$ cat src/fps_pkg.sv
package fps_pkg;

    // Flight phases, encoded as on the result beat
    typedef enum logic [2:0] {
        PH_GROUND       = 3'd0,
        PH_ARMED        = 3'd1,
        PH_FAST         = 3'd2,
        PH_CONTROLLED   = 3'd3,
        PH_UNCONTROLLED = 3'd4,
        PH_PYRO         = 3'd5,
        PH_STASIS       = 3'd6,
        PH_FLASH        = 3'd7
    } t_phase;

    // Configuration register indexes
    localparam int CFG_IDX_W = 3;
    localparam int CFG_DATA_W = 32;

    localparam logic [CFG_IDX_W-1:0] CFG_ACCEL_THRESHOLD = 3'd0;
    localparam logic [CFG_IDX_W-1:0] CFG_CONTROLS_DELAY  = 3'd1;
    localparam logic [CFG_IDX_W-1:0] CFG_CHUTE_DELAY     = 3'd2;
    localparam logic [CFG_IDX_W-1:0] CFG_PYRO_ON_TIME    = 3'd3;
    localparam logic [CFG_IDX_W-1:0] CFG_ESTOP_CODE      = 3'd4;
    localparam logic [CFG_IDX_W-1:0] CFG_ARM_CODE        = 3'd5;
    localparam logic [CFG_IDX_W-1:0] CFG_PYRO_CODE       = 3'd6;
    localparam logic [CFG_IDX_W-1:0] CFG_FLASH_CODE      = 3'd7;

    // Reset values of the configuration registers
    localparam logic signed [15:0] RST_ACCEL_THRESHOLD = 16'sd5242;
    localparam logic [31:0] RST_CONTROLS_DELAY = 32'd1000;
    localparam logic [31:0] RST_CHUTE_DELAY    = 32'd11500;
    localparam logic [31:0] RST_PYRO_ON_TIME   = 32'd1000;
    localparam logic [7:0]  RST_ESTOP_CODE     = 8'd1;
    localparam logic [7:0]  RST_ARM_CODE       = 8'd2;
    localparam logic [7:0]  RST_PYRO_CODE      = 8'd3;
    localparam logic [7:0]  RST_FLASH_CODE     = 8'd4;

    typedef struct packed {
        logic signed [15:0] accel_threshold_raw;
        logic [31:0]        ctrl_delay;
        logic [31:0]        chute_delay;
        logic [31:0]        pyro_on_time;
        logic [7:0]         estop_code;
        logic [7:0]         arm_code;
        logic [7:0]         pyro_code;
        logic [7:0]         flash_code;
    } t_cfg;

    typedef struct packed {
        logic [31:0]        tick_time;
        logic [7:0]         command;
        logic signed [15:0] upward_accel_raw;
        logic               tilt_abort;
    } t_in_beat;

    typedef struct packed {
        logic [2:0]  flight_phase;
        logic        pyro_line;
        logic [31:0] control_elapsed;
    } t_out_beat;

endpackage

$ cat src/fps_cfg_regs.sv
module fps_cfg_regs (
    input  logic                             i_clk,
    input  logic                             i_rst_n,
    input  logic                             i_cfg_we,
    input  logic [fps_pkg::CFG_IDX_W-1:0]    i_cfg_idx,
    input  logic [fps_pkg::CFG_DATA_W-1:0]   i_cfg_data,
    output fps_pkg::t_cfg                    o_cfg
);

    fps_pkg::t_cfg r_cfg;
    fps_pkg::t_cfg n_cfg;

    // Decode the write and update one register
    always_comb begin
        n_cfg = r_cfg;
        if (i_cfg_we) begin
            unique case (i_cfg_idx)
                fps_pkg::CFG_ACCEL_THRESHOLD: n_cfg.accel_threshold_raw = i_cfg_data[15:0];
                fps_pkg::CFG_CONTROLS_DELAY:  n_cfg.ctrl_delay = i_cfg_data;
                fps_pkg::CFG_CHUTE_DELAY:     n_cfg.chute_delay = i_cfg_data;
                fps_pkg::CFG_PYRO_ON_TIME:    n_cfg.pyro_on_time = i_cfg_data;
                fps_pkg::CFG_ESTOP_CODE:      n_cfg.estop_code = i_cfg_data[7:0];
                fps_pkg::CFG_ARM_CODE:        n_cfg.arm_code = i_cfg_data[7:0];
                fps_pkg::CFG_PYRO_CODE:       n_cfg.pyro_code = i_cfg_data[7:0];
                fps_pkg::CFG_FLASH_CODE:      n_cfg.flash_code = i_cfg_data[7:0];
                default:                      n_cfg = r_cfg;
            endcase
        end
    end

    always_ff @(posedge i_clk) begin
        if (!i_rst_n) begin
            r_cfg.accel_threshold_raw  <= fps_pkg::RST_ACCEL_THRESHOLD;
            r_cfg.ctrl_delay           <= fps_pkg::RST_CONTROLS_DELAY;
            r_cfg.chute_delay          <= fps_pkg::RST_CHUTE_DELAY;
            r_cfg.pyro_on_time         <= fps_pkg::RST_PYRO_ON_TIME;
            r_cfg.estop_code           <= fps_pkg::RST_ESTOP_CODE;
            r_cfg.arm_code             <= fps_pkg::RST_ARM_CODE;
            r_cfg.pyro_code            <= fps_pkg::RST_PYRO_CODE;
            r_cfg.flash_code           <= fps_pkg::RST_FLASH_CODE;
        end else begin
            r_cfg <= n_cfg;
        end
    end

    assign o_cfg = r_cfg;

endmodule

$ cat src/fps_core.sv
module fps_core (
    input  logic                i_clk,
    input  logic                i_rst_n,
    input  logic                i_step,
    input  fps_pkg::t_cfg       i_cfg,
    input  fps_pkg::t_in_beat   i_beat,
    output fps_pkg::t_out_beat  o_result
);

    fps_pkg::t_phase r_phase;
    fps_pkg::t_phase n_phase;
    logic [31:0]     r_launch_time;
    logic [31:0]     n_launch_time;
    logic [31:0]     r_pyro_start;
    logic [31:0]     n_pyro_start;
    logic            r_pyro_level;
    logic            n_pyro_level;

    logic        has_cmd;
    logic        is_estop;
    logic        is_pyro;
    logic        launch_hit;
    logic        controls_hit;
    logic        chute_hit;
    logic        pyro_done;
    logic        auto_fire;
    logic [31:0] start_time;

    // Decode the command byte; zero never matches a code
    assign has_cmd  = (i_beat.command != 8'd0);
    assign is_estop = has_cmd && (i_beat.command == i_cfg.estop_code);
    assign is_pyro  = has_cmd && !is_estop && (i_beat.command == i_cfg.pyro_code);

    // Time and launch tests, sums wrap at 32 bits
    assign launch_hit   = (i_beat.upward_accel_raw > i_cfg.accel_threshold_raw);
    assign controls_hit = (i_beat.tick_time > 32'(i_cfg.ctrl_delay + r_launch_time));
    assign chute_hit    = (i_beat.tick_time > 32'(i_cfg.chute_delay + r_launch_time));
    assign pyro_done    = (i_beat.tick_time > 32'(i_cfg.pyro_on_time + r_pyro_start));
    assign auto_fire    = ((r_phase == fps_pkg::PH_CONTROLLED) ||
                           (r_phase == fps_pkg::PH_UNCONTROLLED)) && chute_hit;

    // Next phase: commands first, then the current phase, then tilt demotion
    always_comb begin
        if (is_estop) begin
            n_phase = fps_pkg::PH_STASIS;
        end else if (is_pyro) begin
            n_phase = fps_pkg::PH_PYRO;
        end else begin
            unique case (r_phase) inside
                fps_pkg::PH_GROUND: begin
                    n_phase = (has_cmd && i_beat.command == i_cfg.arm_code) ?
                              fps_pkg::PH_ARMED : fps_pkg::PH_GROUND;
                end
                fps_pkg::PH_ARMED: begin
                    n_phase = launch_hit ? fps_pkg::PH_FAST : fps_pkg::PH_ARMED;
                end
                fps_pkg::PH_FAST: begin
                    n_phase = controls_hit ? fps_pkg::PH_CONTROLLED : fps_pkg::PH_FAST;
                end
                fps_pkg::PH_CONTROLLED,
                fps_pkg::PH_UNCONTROLLED: begin
                    n_phase = chute_hit ? fps_pkg::PH_PYRO : r_phase;
                end
                fps_pkg::PH_PYRO: begin
                    n_phase = pyro_done ? fps_pkg::PH_STASIS : fps_pkg::PH_PYRO;
                end
                fps_pkg::PH_STASIS: begin
                    n_phase = (has_cmd && i_beat.command == i_cfg.flash_code) ?
                              fps_pkg::PH_FLASH : fps_pkg::PH_STASIS;
                end
                default: begin
                    n_phase = fps_pkg::PH_FLASH;
                end
            endcase
            if (i_beat.tilt_abort && n_phase == fps_pkg::PH_CONTROLLED) begin
                n_phase = fps_pkg::PH_UNCONTROLLED;
            end
        end
    end

    // Stored times, pyro line and the result beat
    always_comb begin
        n_launch_time = r_launch_time;
        n_pyro_start  = r_pyro_start;
        n_pyro_level  = r_pyro_level;
        if (!is_estop) begin
            if (is_pyro || auto_fire) begin
                n_pyro_level = 1'b1;
                n_pyro_start = i_beat.tick_time;
            end else if (r_phase == fps_pkg::PH_ARMED && launch_hit) begin
                n_launch_time = i_beat.tick_time;
            end else if (r_phase == fps_pkg::PH_PYRO && pyro_done) begin
                n_pyro_level = 1'b0;
            end
        end
        start_time = 32'(n_launch_time + i_cfg.ctrl_delay);
        o_result.flight_phase    = n_phase;
        o_result.pyro_line       = n_pyro_level;
        o_result.control_elapsed = (i_beat.tick_time > start_time) ?
                                   32'(i_beat.tick_time - start_time) : 32'd0;
    end

    // Advance the state on each processed beat
    always_ff @(posedge i_clk) begin
        if (!i_rst_n) begin
            r_phase       <= fps_pkg::PH_GROUND;
            r_launch_time <= 32'd0;
            r_pyro_start  <= 32'd0;
            r_pyro_level  <= 1'b0;
        end else if (i_step) begin
            r_phase       <= n_phase;
            r_launch_time <= n_launch_time;
            r_pyro_start  <= n_pyro_start;
            r_pyro_level  <= n_pyro_level;
        end
    end

endmodule

$ cat src/flight_phase_sequencer.sv
// Flight phase sequencer.
// Input channel: one beat per control cycle (tick time, command byte, raw upward
// acceleration, tilt abort) on i_in_valid / o_in_stall / i_in_data.
// Output channel: one result beat per input beat (phase, pyro line, ticks since
// controls start) on o_out_valid / i_out_stall / o_out_data, in input order.
// Configuration: i_cfg_we writes register i_cfg_idx with i_cfg_data at the edge;
// write only while no beat is in flight.
// Pipeline: two register stages, input register then result register; a beat
// accepted into the input register moves on to the result register when it has room.
// Throughput: one beat per clock while i_out_stall is low; the phase update is a
// single pass of compares and 32-bit adds between the input and result registers.
// Stall: while i_out_stall holds a waiting result, the input register still
// takes one more beat, then o_in_stall rises until the result is taken.
// Reset (synchronous, i_rst_n low): phase ground, stored times zero, pyro line
// released, configuration at its defaults, both stages empty.
module flight_phase_sequencer (
    input  logic                             i_clk,
    input  logic                             i_rst_n,
    input  logic                             i_in_valid,
    output logic                             o_in_stall,
    input  fps_pkg::t_in_beat                i_in_data,
    output logic                             o_out_valid,
    input  logic                             i_out_stall,
    output fps_pkg::t_out_beat               o_out_data,
    input  logic                             i_cfg_we,
    input  logic [fps_pkg::CFG_IDX_W-1:0]    i_cfg_idx,
    input  logic [fps_pkg::CFG_DATA_W-1:0]   i_cfg_data
);

    fps_pkg::t_cfg      cfg;
    fps_pkg::t_out_beat core_result;

    logic               r_in_valid;
    fps_pkg::t_in_beat  r_in_data;
    logic               r_out_valid;
    fps_pkg::t_out_beat r_out_data;
    logic               out_load;
    logic               in_load;

    fps_cfg_regs u_cfg (
        .i_clk      (i_clk),
        .i_rst_n    (i_rst_n),
        .i_cfg_we   (i_cfg_we),
        .i_cfg_idx  (i_cfg_idx),
        .i_cfg_data (i_cfg_data),
        .o_cfg      (cfg)
    );

    // Move a beat from the input register to the result register when there is room
    assign out_load   = r_in_valid && (!r_out_valid || !i_out_stall);
    assign in_load    = !r_in_valid || out_load;
    assign o_in_stall = !in_load;

    fps_core u_core (
        .i_clk    (i_clk),
        .i_rst_n  (i_rst_n),
        .i_step   (out_load),
        .i_cfg    (cfg),
        .i_beat   (r_in_data),
        .o_result (core_result)
    );

    // Input register
    always_ff @(posedge i_clk) begin
        if (!i_rst_n) begin
            r_in_valid <= 1'b0;
        end else if (in_load) begin
            r_in_valid <= i_in_valid;
        end
    end

    always_ff @(posedge i_clk) begin
        if (in_load && i_in_valid) begin
            r_in_data <= i_in_data;
        end
    end

    // Result register: hold while stalled, drop once taken
    always_ff @(posedge i_clk) begin
        if (!i_rst_n) begin
            r_out_valid <= 1'b0;
        end else if (out_load) begin
            r_out_valid <= 1'b1;
        end else if (!i_out_stall) begin
            r_out_valid <= 1'b0;
        end
    end

    always_ff @(posedge i_clk) begin
        if (out_load) begin
            r_out_data <= core_result;
        end
    end

    assign o_out_valid = r_out_valid;
    assign o_out_data  = r_out_data;

    // The pyro line only stays on in pyro, stasis or flash
    a_pyro_phase: assert property (@(posedge i_clk) disable iff (!i_rst_n)
        (r_out_valid && r_out_data.pyro_line) |->
            (r_out_data.flight_phase == fps_pkg::PH_PYRO ||
             r_out_data.flight_phase == fps_pkg::PH_STASIS ||
             r_out_data.flight_phase == fps_pkg::PH_FLASH))
        else $error("pyro line asserted outside pyro, stasis or flash");

    // An empty input register never stalls the sender
    a_in_stall: assert property (@(posedge i_clk) disable iff (!i_rst_n)
        !r_in_valid |-> !o_in_stall)
        else $error("input stalled with empty input register");

    // A new result always comes from a beat held in the input register
    a_out_source: assert property (@(posedge i_clk) disable iff (!i_rst_n)
        $rose(r_out_valid) |-> $past(r_in_valid))
        else $error("result appeared without an input beat");

endmodule
$ cat config.mk
export PLATFORM = sky130hd
export DESIGN_NAME = flight_phase_sequencer
export DESIGN_NICKNAME = d
export VERILOG_FILES = /design/src/fps_pkg.sv /design/src/fps_cfg_regs.sv /design/src/fps_core.sv /design/src/flight_phase_sequencer.sv
export SDC_FILE = /design/constraint.sdc
export NUM_CORES = 1
export LEC_CHECK = 0
export BUFFER_PORTS_ARGS = -buffer_cell sky130_fd_sc_hd__buf_2
export CORE_UTILIZATION = 65
export DETAILED_ROUTE_END_ITERATION = 8
export PLACE_DENSITY = 0.85
export SYNTH_ARGS = -nofsm -noshare
export SYNTH_HDL_FRONTEND = slang
export SYNTH_SLANG_ARGS = --single-unit
$ cat constraint.sdc
create_clock -name i_clk -period 15.75 [get_ports i_clk]
set_input_delay 1.575 -clock i_clk [delete_from_list [all_inputs] [get_ports i_clk]]
set_output_delay 1.575 -clock i_clk [all_outputs]
set_load 0.1 [all_outputs]
Word-level counts from Yosys, hierarchy flattened
Index checks and enable logic that the tools add are counted.
Cells by class
  muxes and demuxes: 21
  bitwise logic cells: 1
  add/subtract/negate cells: 5
  reductions and logical operators: 33
  magnitude comparators: 5
  equality and inequality tests: 19
Operators by type and width (count)
  $add 32x32->32: 4
  $gt 32x32->1: 4
  $mux 32: 3
  $eq 8x8->1: 4
  $sub 32x32->32: 1
  $eq 3x3->1 const B: 7
  $mux 3: 6
  $pmux 3 s6: 1
  $gt 16x16->1: 1
  $reduce_and 2->1: 8
  $eq 3x2->1 const B: 5
  $logic_and 1x1->1: 11
  $mux 1: 9
  $reduce_bool 8->1: 1
  $eq 3x1->1 const B: 2
  $logic_not 3->1: 2
  $logic_not 1->1: 5
  $logic_or 1x1->1: 4
  $mux 2: 2
  $reduce_and 3->1: 1
  $ne 2x1->1 const B: 1
  $reduce_or 2->1: 1
  $not 1->1: 1
Word-level totals
  register bits after elaboration: 307
  output and inout port bits: 38
  input bits: 97

Logic depth before layout (Yosys ltp)
Gate-level depths: netlist of run 1.
  depth after elaboration: 12
  mapped depth: 35
  gate-level depth less buffers: 33

Modules after synthesis
A second synthesis of run 1 with hierarchy kept.
Unflattened totals
  cell total of the unflattened synthesis: 2401
  area, all modules: 21813.4 um2
Modules (own cells, without submodules)
  fps_core: cells each 1771, times used 1, area an instance 13475.4 um2
  fps_cfg_regs: cells each 529, times used 1, area an instance 5461.5 um2
  flight_phase_sequencer: cells each 101, times used 1, area an instance 2876.5 um2

Worst setup path after synthesis of run 1
OpenSTA, ideal clock, no wires.
  path kind: flip-flop to flip-flop
  start point: reg u_cfg.r_cfg, in the netlist u_cfg.o_cfg[137]
  end point: reg r_out_data, in the netlist o_out_data[3], data pin
  cell stages (with the launch flop): 35
  slack: 9.003 ns
  arrival time: 6.483 ns
  required time: 15.486 ns
  clock period less this slack: 6.747 ns
  path buffers: 2
  cells stage by stage: dfxtp_1 inv_1 ha_1 a21o_1 a211oi_1 o21ai_0 a221oi_1 mux2i_1 nand2_1 nor3b_4 buf_2 mux2_2 ha_1 and3_1 and2_1 a221oi_2 a31oi_1 nand2b_1 nand2_1 a21oi_1 o21bai_1 a21oi_1 xor2_1 ha_1 a21o_1 a21o_1 a21o_1 nand3_1 nand2_1 o41ai_2 o21ai_1 a21oi_1 a31o_2 buf_2 a211oi_1
On the way
  cells in the longest elaborated chain, start to end: 7
  elaborated cells between the ends (all ways): 8
Ends and longest elaborated chain
  from (decl): RTL line fps_cfg_regs.sv:10  | fps_pkg::t_cfg r_cfg;
  from (signal assigned): RTL line fps_cfg_regs.sv:42  | r_cfg <= n_cfg;
  $gt 16x16->1: RTL line fps_core.sv:35  | assign launch_hit = (i_beat.upward_accel_raw > i_cfg.accel_threshold_raw);
  $logic_and 1x1->1: RTL line fps_core.sv:90  | end else if (r_phase == fps_pkg::PH_ARMED && launch_hit) begin
  $mux 32: RTL line fps_core.sv:90
  $mux 32: RTL line fps_core.sv:87  | if (is_pyro || auto_fire) begin
  $mux 32: RTL line fps_core.sv:86  | if (!is_estop) begin
  named net u_core.n_launch_time[7]: RTL line fps_core.sv:13  | logic [31:0] n_launch_time;
  $add 32x32->32: RTL line fps_core.sv:96  | start_time = 32'(n_launch_time + i_cfg.ctrl_delay);
  $gt 32x32->1: RTL line fps_core.sv:99  | o_result.control_elapsed = (i_beat.tick_time > start_time) ?
  to (signal assigned): RTL line flight_phase_sequencer.sv:91  | r_out_data <= core_result;
  to (decl): RTL line flight_phase_sequencer.sv:36  | fps_pkg::t_out_beat r_out_data;
The timed path passes the listed nets, and every way through them passes these cells.
A chain may end at the register's enable or synchronous reset.

Final worst setup path of run 1
  start point: reg r_in_data[10] (netlist name)
  end point: reg r_out_data, in the netlist o_out_data[23], data pin
On the way
  cells in the longest elaborated chain, start to end: 7
  elaborated cells between the ends (all ways): 8
Ends and longest elaborated chain
  from (decl): RTL line flight_phase_sequencer.sv:34  | fps_pkg::t_in_beat r_in_data;
  from (signal assigned): RTL line flight_phase_sequencer.sv:74  | r_in_data <= i_in_data;
  $gt 16x16->1 *: RTL line fps_core.sv:35
  $logic_and 1x1->1 *: RTL line fps_core.sv:90
  $mux 32 *: RTL line fps_core.sv:90
  $mux 32 *: RTL line fps_core.sv:87
  $mux 32 *: RTL line fps_core.sv:86
  named net u_core.n_launch_time[0]: RTL line fps_core.sv:13
  $add 32x32->32 *: RTL line fps_core.sv:96
  $sub 32x32->32 / $gt 32x32->1 (equally long branches): RTL line fps_core.sv:100, fps_core.sv:99
Mark *: on every way through the listed nets, which the timed path passes. The rest lies on a longest branch.

==> impl_metrics.py, run 1 <==
metrics = {
    "global_route": {
        "grt-ovfl-total": 0,
        "track_usage_pct": 34.4,
        "grt_pass1_vias": 18267,
        "grt_first_pass_wirelength_um": 91700,
        "grt_antenna_before_repair": 0,
        "grt_start_max_net_pins": 98,
    },
    "setup_path": {
        "rr_worst_depth": 30,
        "worst-path-max-fanout": 35,
        "cp-start-kind": "register",
        "rrSetupSlack_ps": 7560,
        "cp.depth": 30,
        "required_ps": 15980,
        "setup.worst_path.end_class": "register",
        "slowest_stage": "a211oi_1",
        "critPathBufInv": 1,
        "max_stage_delay_ps": 530,
        "worstPathArrival_ps": 8420,
        "reg2reg_from": "r_in_data[10]",
        "timing.rr.end": "o_out_data[23]",
        "crit_family": "compound AO/OA/AOI/OAI gates",
        "path_class": "register to register",
    },
    "drt": {
        "via_count": 18760,
        "drtIter0Drc": 1591,
        "wl_per_cell_um": 19.1,
        "viasPerCell": 6.21,
        "routed_wl_um": 57600,
        "remaining_drc_errors": 0,
        "ant_nets": 0,
        "first_pass_iters": 6,
    },
    "worst_hold_path": {
        "hold_start": "u_cfg.o_cfg[0]",
        "hold_class": "register to register",
        "holdPathStages": 2,
        "holdPathEnd": "u_cfg.o_cfg[0]",
    },
    "timing": {
        "finalCriticalPeriod_ps": 8190,
        "fmax_ghz": 0.122,
        "setup_viol": 0,
        "rsz0062_at_grt": "no",
        "slew_headroom_pct": 20.3,
        "tns_ps": 0,
        "hold_viol": 0,
        "finalCritPeriodShare_pct": 52.0,
        "skew_ps": 30.0,
        "worst_pin_slew_ps": 1200,
        "finalMaxSlewViolations": 0,
    },
    "final_layout": {
        "final_nets": 2928,
        "register_area_um2": 7080,
        "fin_cells": 3019,
        "area_delta_synth_final_pct": 9.49,
        "fillers": 2409,
        "diodes": 0,
        "multi_input_area_um2": 13600,
        "utilization_pct": 72.9,
        "drive_above_1_share_pct": 10.4,
    },
    "synthesis": {
        "yosys-top-cells-area": "dfxtp_1 20%, ha_1 16%, edfxtp_1 13%",
        "netlist.area_leader.share_pct": 20.2,
        "synth_fa_ha_area_share_pct": 16.3,
        "synth_edf_count": 93,
        "ys_async_sr_fraction_pct": 0,
        "synth_top_family_by_area": "compound AO/OA/AOI/OAI gates",
        "syn-num-nets": 2834,
        "synth_top_cell_by_area": "dfxtp_1",
        "synth_ff_type": "dfxtp_1",
        "ys.warnings.count": 0,
        "synthXorXnorAreaFrac_pct": 7.18,
        "ys_seq_area_share_pct": 33.3,
        "synth.area.mux_share_pct": 3.29,
        "synthesis.area_um2": 21200,
        "synth_commonest_cells": "439 x nand2_1, 290 x a21oi_1, 268 x ha_1",
        "ys_ff_latch": 307,
        "synth_compound_area_share_pct": 18.9,
        "ys_types": 80,
        "synth_cells": 2464,
        "avgSynthCellArea_um2": 8.62,
        "synthMostInstantiatedCell": "nand2_1",
        "synth-simple-area-share_pct": 18.1,
    },
    "floorplan": {
        "die_x_um": 183,
        "io_pins": 135,
        "die_h_um": 183,
        "dieArea_um2": 33400,
        "design.core.area_um2": 31900,
        "rows": 65,
        "start_util_pct": 66.6,
    },
    "clock_network": {
        "ctsHoldBuffers": 0,
        "clock_latency_ps": 530,
        "cts_tree": "built",
        "root_buffer": "clkbuf_16",
        "post_cts_buffers": 0,
        "numCtsBuffers": 34,
        "clk_pin_slew_ps": 60,
        "cts_htree_levels": 2,
        "cts.sinks": 307,
        "post_cts_resized": 0,
        "clock_path_buffers": 3,
    },
    "place": {
        "hpwl_um": 43200,
        "place_congestion": 1.02,
        "placed_cells": 2957,
        "portBuffers": 134,
    },
    "power": {
        "ir_drop_uv": 128,
        "power_density_nw_per_um2": 82.9,
        "p_leak_nw": 10.2,
    },
    "outcome": {
        "status": "completed",
    },
    "flow_run": {
        "drv_cap": 0,
    },
}
==> state kept, by name, summed over array words and instances (netlist names) <==
signal,flops
u_cfg.o_cfg,144
r_in_data,57
o_out_data,36
u_core.r_launch_time,32
u_core.r_pyro_start,32
u_core.r_phase,3
o_out_valid,1
r_in_valid,1
u_core.r_pyro_level,1
==> where the power goes <==
part | internal (mW) | leakage, nW | switching [mW]
combinational | 0.0982 | 7.06 | 0.195
clock | 0.433 | 0.528 | 0.325
sequential | 0.846 | 2.63 | 0.0306
==> logic make-up after synthesis <==
family                     count (synthesis)
xor gates and xnor gates                 174
adders and majority gates                273
buffers and inverters                    152
AOI/OAI and AO/OA                        633
DFF                                      307
muxes                                     66
and+or+nand+nor                          859
==> metal layers <==
layer / routed length (um) / track usage (%)
met5: 0 / 0
met3: 4370 / 4.65
met1: 24100 / 44.2
met4: 1830 / 11.8
met2: 27300 / 59.5
==> worst min-delay path, stage by stage (launching register included) <==
cell,delay (ps)
dfxtp_1,310
nand2_1,50
a21oi_1,50
==> layout make-up <==
type | count | share of cell area (%)
clock buffers | 50 | 4.19
flip-flops and latches | 307 | 30.4
well taps | 435 | 2.34
multi-input cells | 2005 | 58.3
clock inverters | 12 | 0.382
repair buffers | 147 | 3.30
inverters | 63 | 1.03
==> placed cells by master (no fill, tap or decap), types with 8 or more instances in the layout <==
cell       instances
nand2_1          439
a21oi_1          290
ha_1             268
dfxtp_1          214
nor2_1           143
buf_2            134
edfxtp_1          93
a21o_1            91
xnor2_1           88
xor2_1            86
nand3_1           66
inv_1             62
o21ai_0           56
nand4_1           39
mux2i_1           36
nor2b_1           35
clkbuf_16         35
nand2b_1          31
mux2_2            30
o21bai_1          28
nor3_1            25
a31oi_1           22
and3_1            18
o211ai_1          16
buf_4             13
a211oi_1          12
and2_1            12
nor4_1            11
o21a_1            11
o21ai_1           11
clkbuf_1          10
o31ai_1            9
a21oi_2            9
or3_1              8
a211o_1            8
==> through the flow <==
stage | hold WS (ps) | instance area [um2] | power (mW) | setup slack, ps
2_1_floorplan | 436 | 21200 | 1.10 | 9000
3_3_place_gp | 444 | 22200 | 1.17 | 7800
3_5_place_dp | 446 | 22200 | 1.18 | 7630
4_1_cts | 454 | 23300 | 1.93 | 7590
5_1_grt | 478 | 23300 | 1.99 | 7070
6_report | 457 | 23300 | 1.93 | 7560
==> worst max path at each step <==
stage,startpoint,to
2_1_floorplan,u_cfg.o_cfg[137],o_out_data[3]
3_3_place_gp,u_cfg.o_cfg[137],o_out_data[29]
3_5_place_dp,r_in_data[10],o_out_data[13]
4_1_cts,r_in_data[10],o_out_data[7]
5_1_grt,r_in_data[10],o_out_data[4]
6_report,r_in_data[10],o_out_data[23]
Power figures use the tool's default switching activity.
==> run 2: changes to the inputs <==
- CORE_UTILIZATION: 65 -> 62
- PLACE_DENSITY: 0.85 -> 0.81
- clock period: 15.75 -> 8.55 ns (I/O delays scaled with it)
==> run 2 against run 1 <==
Sequential share of layout area shrank 0.30 points. Combinational power up 85%. Global-route usage decreased by 1.9 points. Flip-flop and latch count did not move. Count of clock-buffer cells in the layout rose by 6. Wire length grew 0.82%. Sequential power is 85% higher. Fmax up 3.4%. Power is 94% higher. Clock power up 110%. Largest cell class unchanged. Highest routed layer unchanged.
==> impl_metrics.py, run 2 (same netlist as run 1, synthesis figures left out) <==
metrics = {
    "clock_network": {
        "cts.sinks": 307,
        "clock_path_buffers": 3,
        "cts_htree_levels": 2,
        "clk_pin_slew_ps": 50,
        "root_buffer": "clkbuf_16",
        "cts_tree": "built",
        "numCtsBuffers": 37,
        "ctsHoldBuffers": 0,
        "clock_latency_ps": 550,
    },
    "place": {
        "portBuffers": 134,
        "hpwl_um": 44200,
        "pre_cts_slack_ps": 568,
        "place_congestion": 0.993,
    },
    "power": {
        "p_sw_share_pct": 27.7,
        "p_int_mw": 2.71,
        "p_total_mw": 3.74,
        "p_clk_share_pct": 42.4,
        "p_switching_mw": 1.04,
        "ir_drop_uv": 195,
        "pwr-share-comb_pct": 14.5,
        "p_leak_nw": 10.3,
        "power_density_nw_per_um2": 159,
        "seqPwrFrac_pct": 43.1,
    },
    "drt": {
        "wl_per_cell_um": 19.1,
        "routed_wl_um": 58100,
        "remaining_drc_errors": 0,
        "drtIter0Drc": 1367,
        "ant_nets": 0,
        "viasPerCell": 6.18,
        "via_count": 18787,
        "first_pass_iters": 5,
    },
    "final_layout": {
        "fillers": 2668,
        "diodes": 0,
        "drive_above_1_share_pct": 10.7,
        "largest_reg_flops": 144,
        "final_common_cell": "nand2_1",
        "multi_input_area_um2": 13600,
        "final_nets": 2932,
        "register_area_um2": 7080,
        "area_delta_synth_final_pct": 10.6,
        "final_cell_mix": "439 x nand2_1, 290 x a21oi_1, 268 x ha_1",
    },
    "global_route": {
        "track_usage_pct": 32.5,
        "grt-ovfl-total": 0,
        "grt_start_max_net_pins": 93,
        "grt_antenna_before_repair": 0,
        "grt_pass1_vias": 17948,
        "grt_first_pass_wirelength_um": 91200,
    },
    "floorplan": {
        "io_pins": 135,
        "die_h_um": 187,
        "start_util_pct": 63.2,
        "dieArea_um2": 35000,
        "rows": 67,
        "die_x_um": 187,
        "design.core.area_um2": 33600,
    },
    "timing": {
        "fmax_ghz": 0.126,
        "skew_ps": 27.8,
        "tns_ps": 0,
        "hold_viol": 0,
        "rsz0062_at_grt": "no",
        "slew_headroom_pct": 19.7,
        "finalCritPeriodShare_pct": 92.6,
        "finalMaxSlewViolations": 0,
        "timing.final.ws_setup_ps": 631,
        "finalCriticalPeriod_ps": 7920,
        "setup_viol": 0,
        "worst_pin_slew_ps": 1210,
    },
    "setup_path": {
        "worstPathArrival_ps": 8170,
        "rrSetupSlack_ps": 630,
        "cp-start-kind": "register",
        "timing.rr.end": "o_out_data[4]",
        "crit_family": "compound AO/OA/AOI/OAI gates",
        "worst-path-max-fanout": 32,
        "setup.worst_path.end_class": "register",
        "rr_worst_depth": 31,
        "slowest_stage": "a211oi_1",
        "required_ps": 8800,
        "max_stage_delay_ps": 630,
        "reg2reg_from": "u_cfg.o_cfg[137]",
        "critPathBufInv": 2,
        "path_class": "register to register",
    },
    "worst_hold_path": {
        "holdPathStages": 2,
        "hold_start": "u_cfg.o_cfg[139]",
        "holdPathEnd": "u_cfg.o_cfg[139]",
        "hold_class": "register to register",
    },
    "flow_run": {
        "drv_cap": 0,
    },
    "outcome": {
        "status": "completed",
    },
}
run 2: cell types whose count changed in the layout (fill, tap and decap cells not counted), sizes merged:
cell,delta
clkinv,-3
bufinv,+2
clkbuf,+6
buf,+1
run 2: layout make-up:
type,count,area share (%)
well taps,448,2.39
multi-input cells,2005,57.8
flip-flops and latches,307,30.1
repair buffers,148,3.36
inverters,63,1.03
clock buffers,56,4.73
clock inverters,11,0.597
run 2: metal layers:
metal	up-vias	GRT usage, %	part of all wire (%)
met5	-	0	0
met4	0	15.5	4.7
met3	174	4.50	7.2
met2	768	54.1	46
met1	8793	41.5	42
li1	9052	-	-
run 2: power groups by stage:
stage / clock (mW) / combinational [mW] / sequential [mW]
after global placement: 0 / 0.518 / 1.64
after CTS: 1.60 / 0.536 / 1.61
after detailed placement: 0 / 0.533 / 1.64
final: 1.59 / 0.542 / 1.62
after global routing: 1.66 / 0.589 / 1.62
after floorplan: 0 / 0.313 / 1.71
run 2: how the worst max path moves through the flow:
stage | start | endpoint | slack [ps] | depth (start not counted)
6_report | u_cfg.o_cfg[137] | o_out_data[4] | 630 | 31
5_1_grt | u_cfg.o_cfg[137] | o_out_data[24] | 150 | 32
4_1_cts | u_cfg.o_cfg[137] | o_out_data[18] | 420 | 31
3_5_place_dp | u_cfg.o_cfg[137] | o_out_data[18] | 570 | 31
3_3_place_gp | u_cfg.o_cfg[137] | o_out_data[5] | 660 | 31
2_1_floorplan | u_cfg.o_cfg[137] | o_out_data[3] | 1800 | 34
run 2: worst register-to-register path, delay by kind of cell, from the launching register on:
kind | cells | cell delay (ps)
XOR/XNOR | 1 | 180
flip-flops | 1 | 340
adder cells (fa/ha/maj) | 4 | 1250
buffers and inverters | 2 | 220
AO/OA/AOI/OAI | 17 | 4210
multiplexers | 2 | 700
AND/OR/NAND/NOR | 5 | 730
run 2: stage by stage:
| stage | area, um2 | hold WS, ps | util [%] | instances |
|---|---|---|---|---|
| 4_1_cts | 23500 | 454 | 69.8 | 3036 |
| 3_3_place_gp | 22200 | 441 | 66.1 | 2969 |
| 2_1_floorplan | 21200 | 436 | - | 2464 |
| 5_1_grt | 23500 | 466 | 69.9 | 3038 |
| 6_report | 23500 | 457 | 69.9 | 3038 |
| 3_5_place_dp | 22200 | 447 | 66.1 | 2969 |
run 2: timing repair:
action | CTS | global route
gates resized for setup | 0 | 0
buffers inserted | 0 | 2
setup endpoints to repair | 0 | 32
hold endpoints to repair | 0 | 0
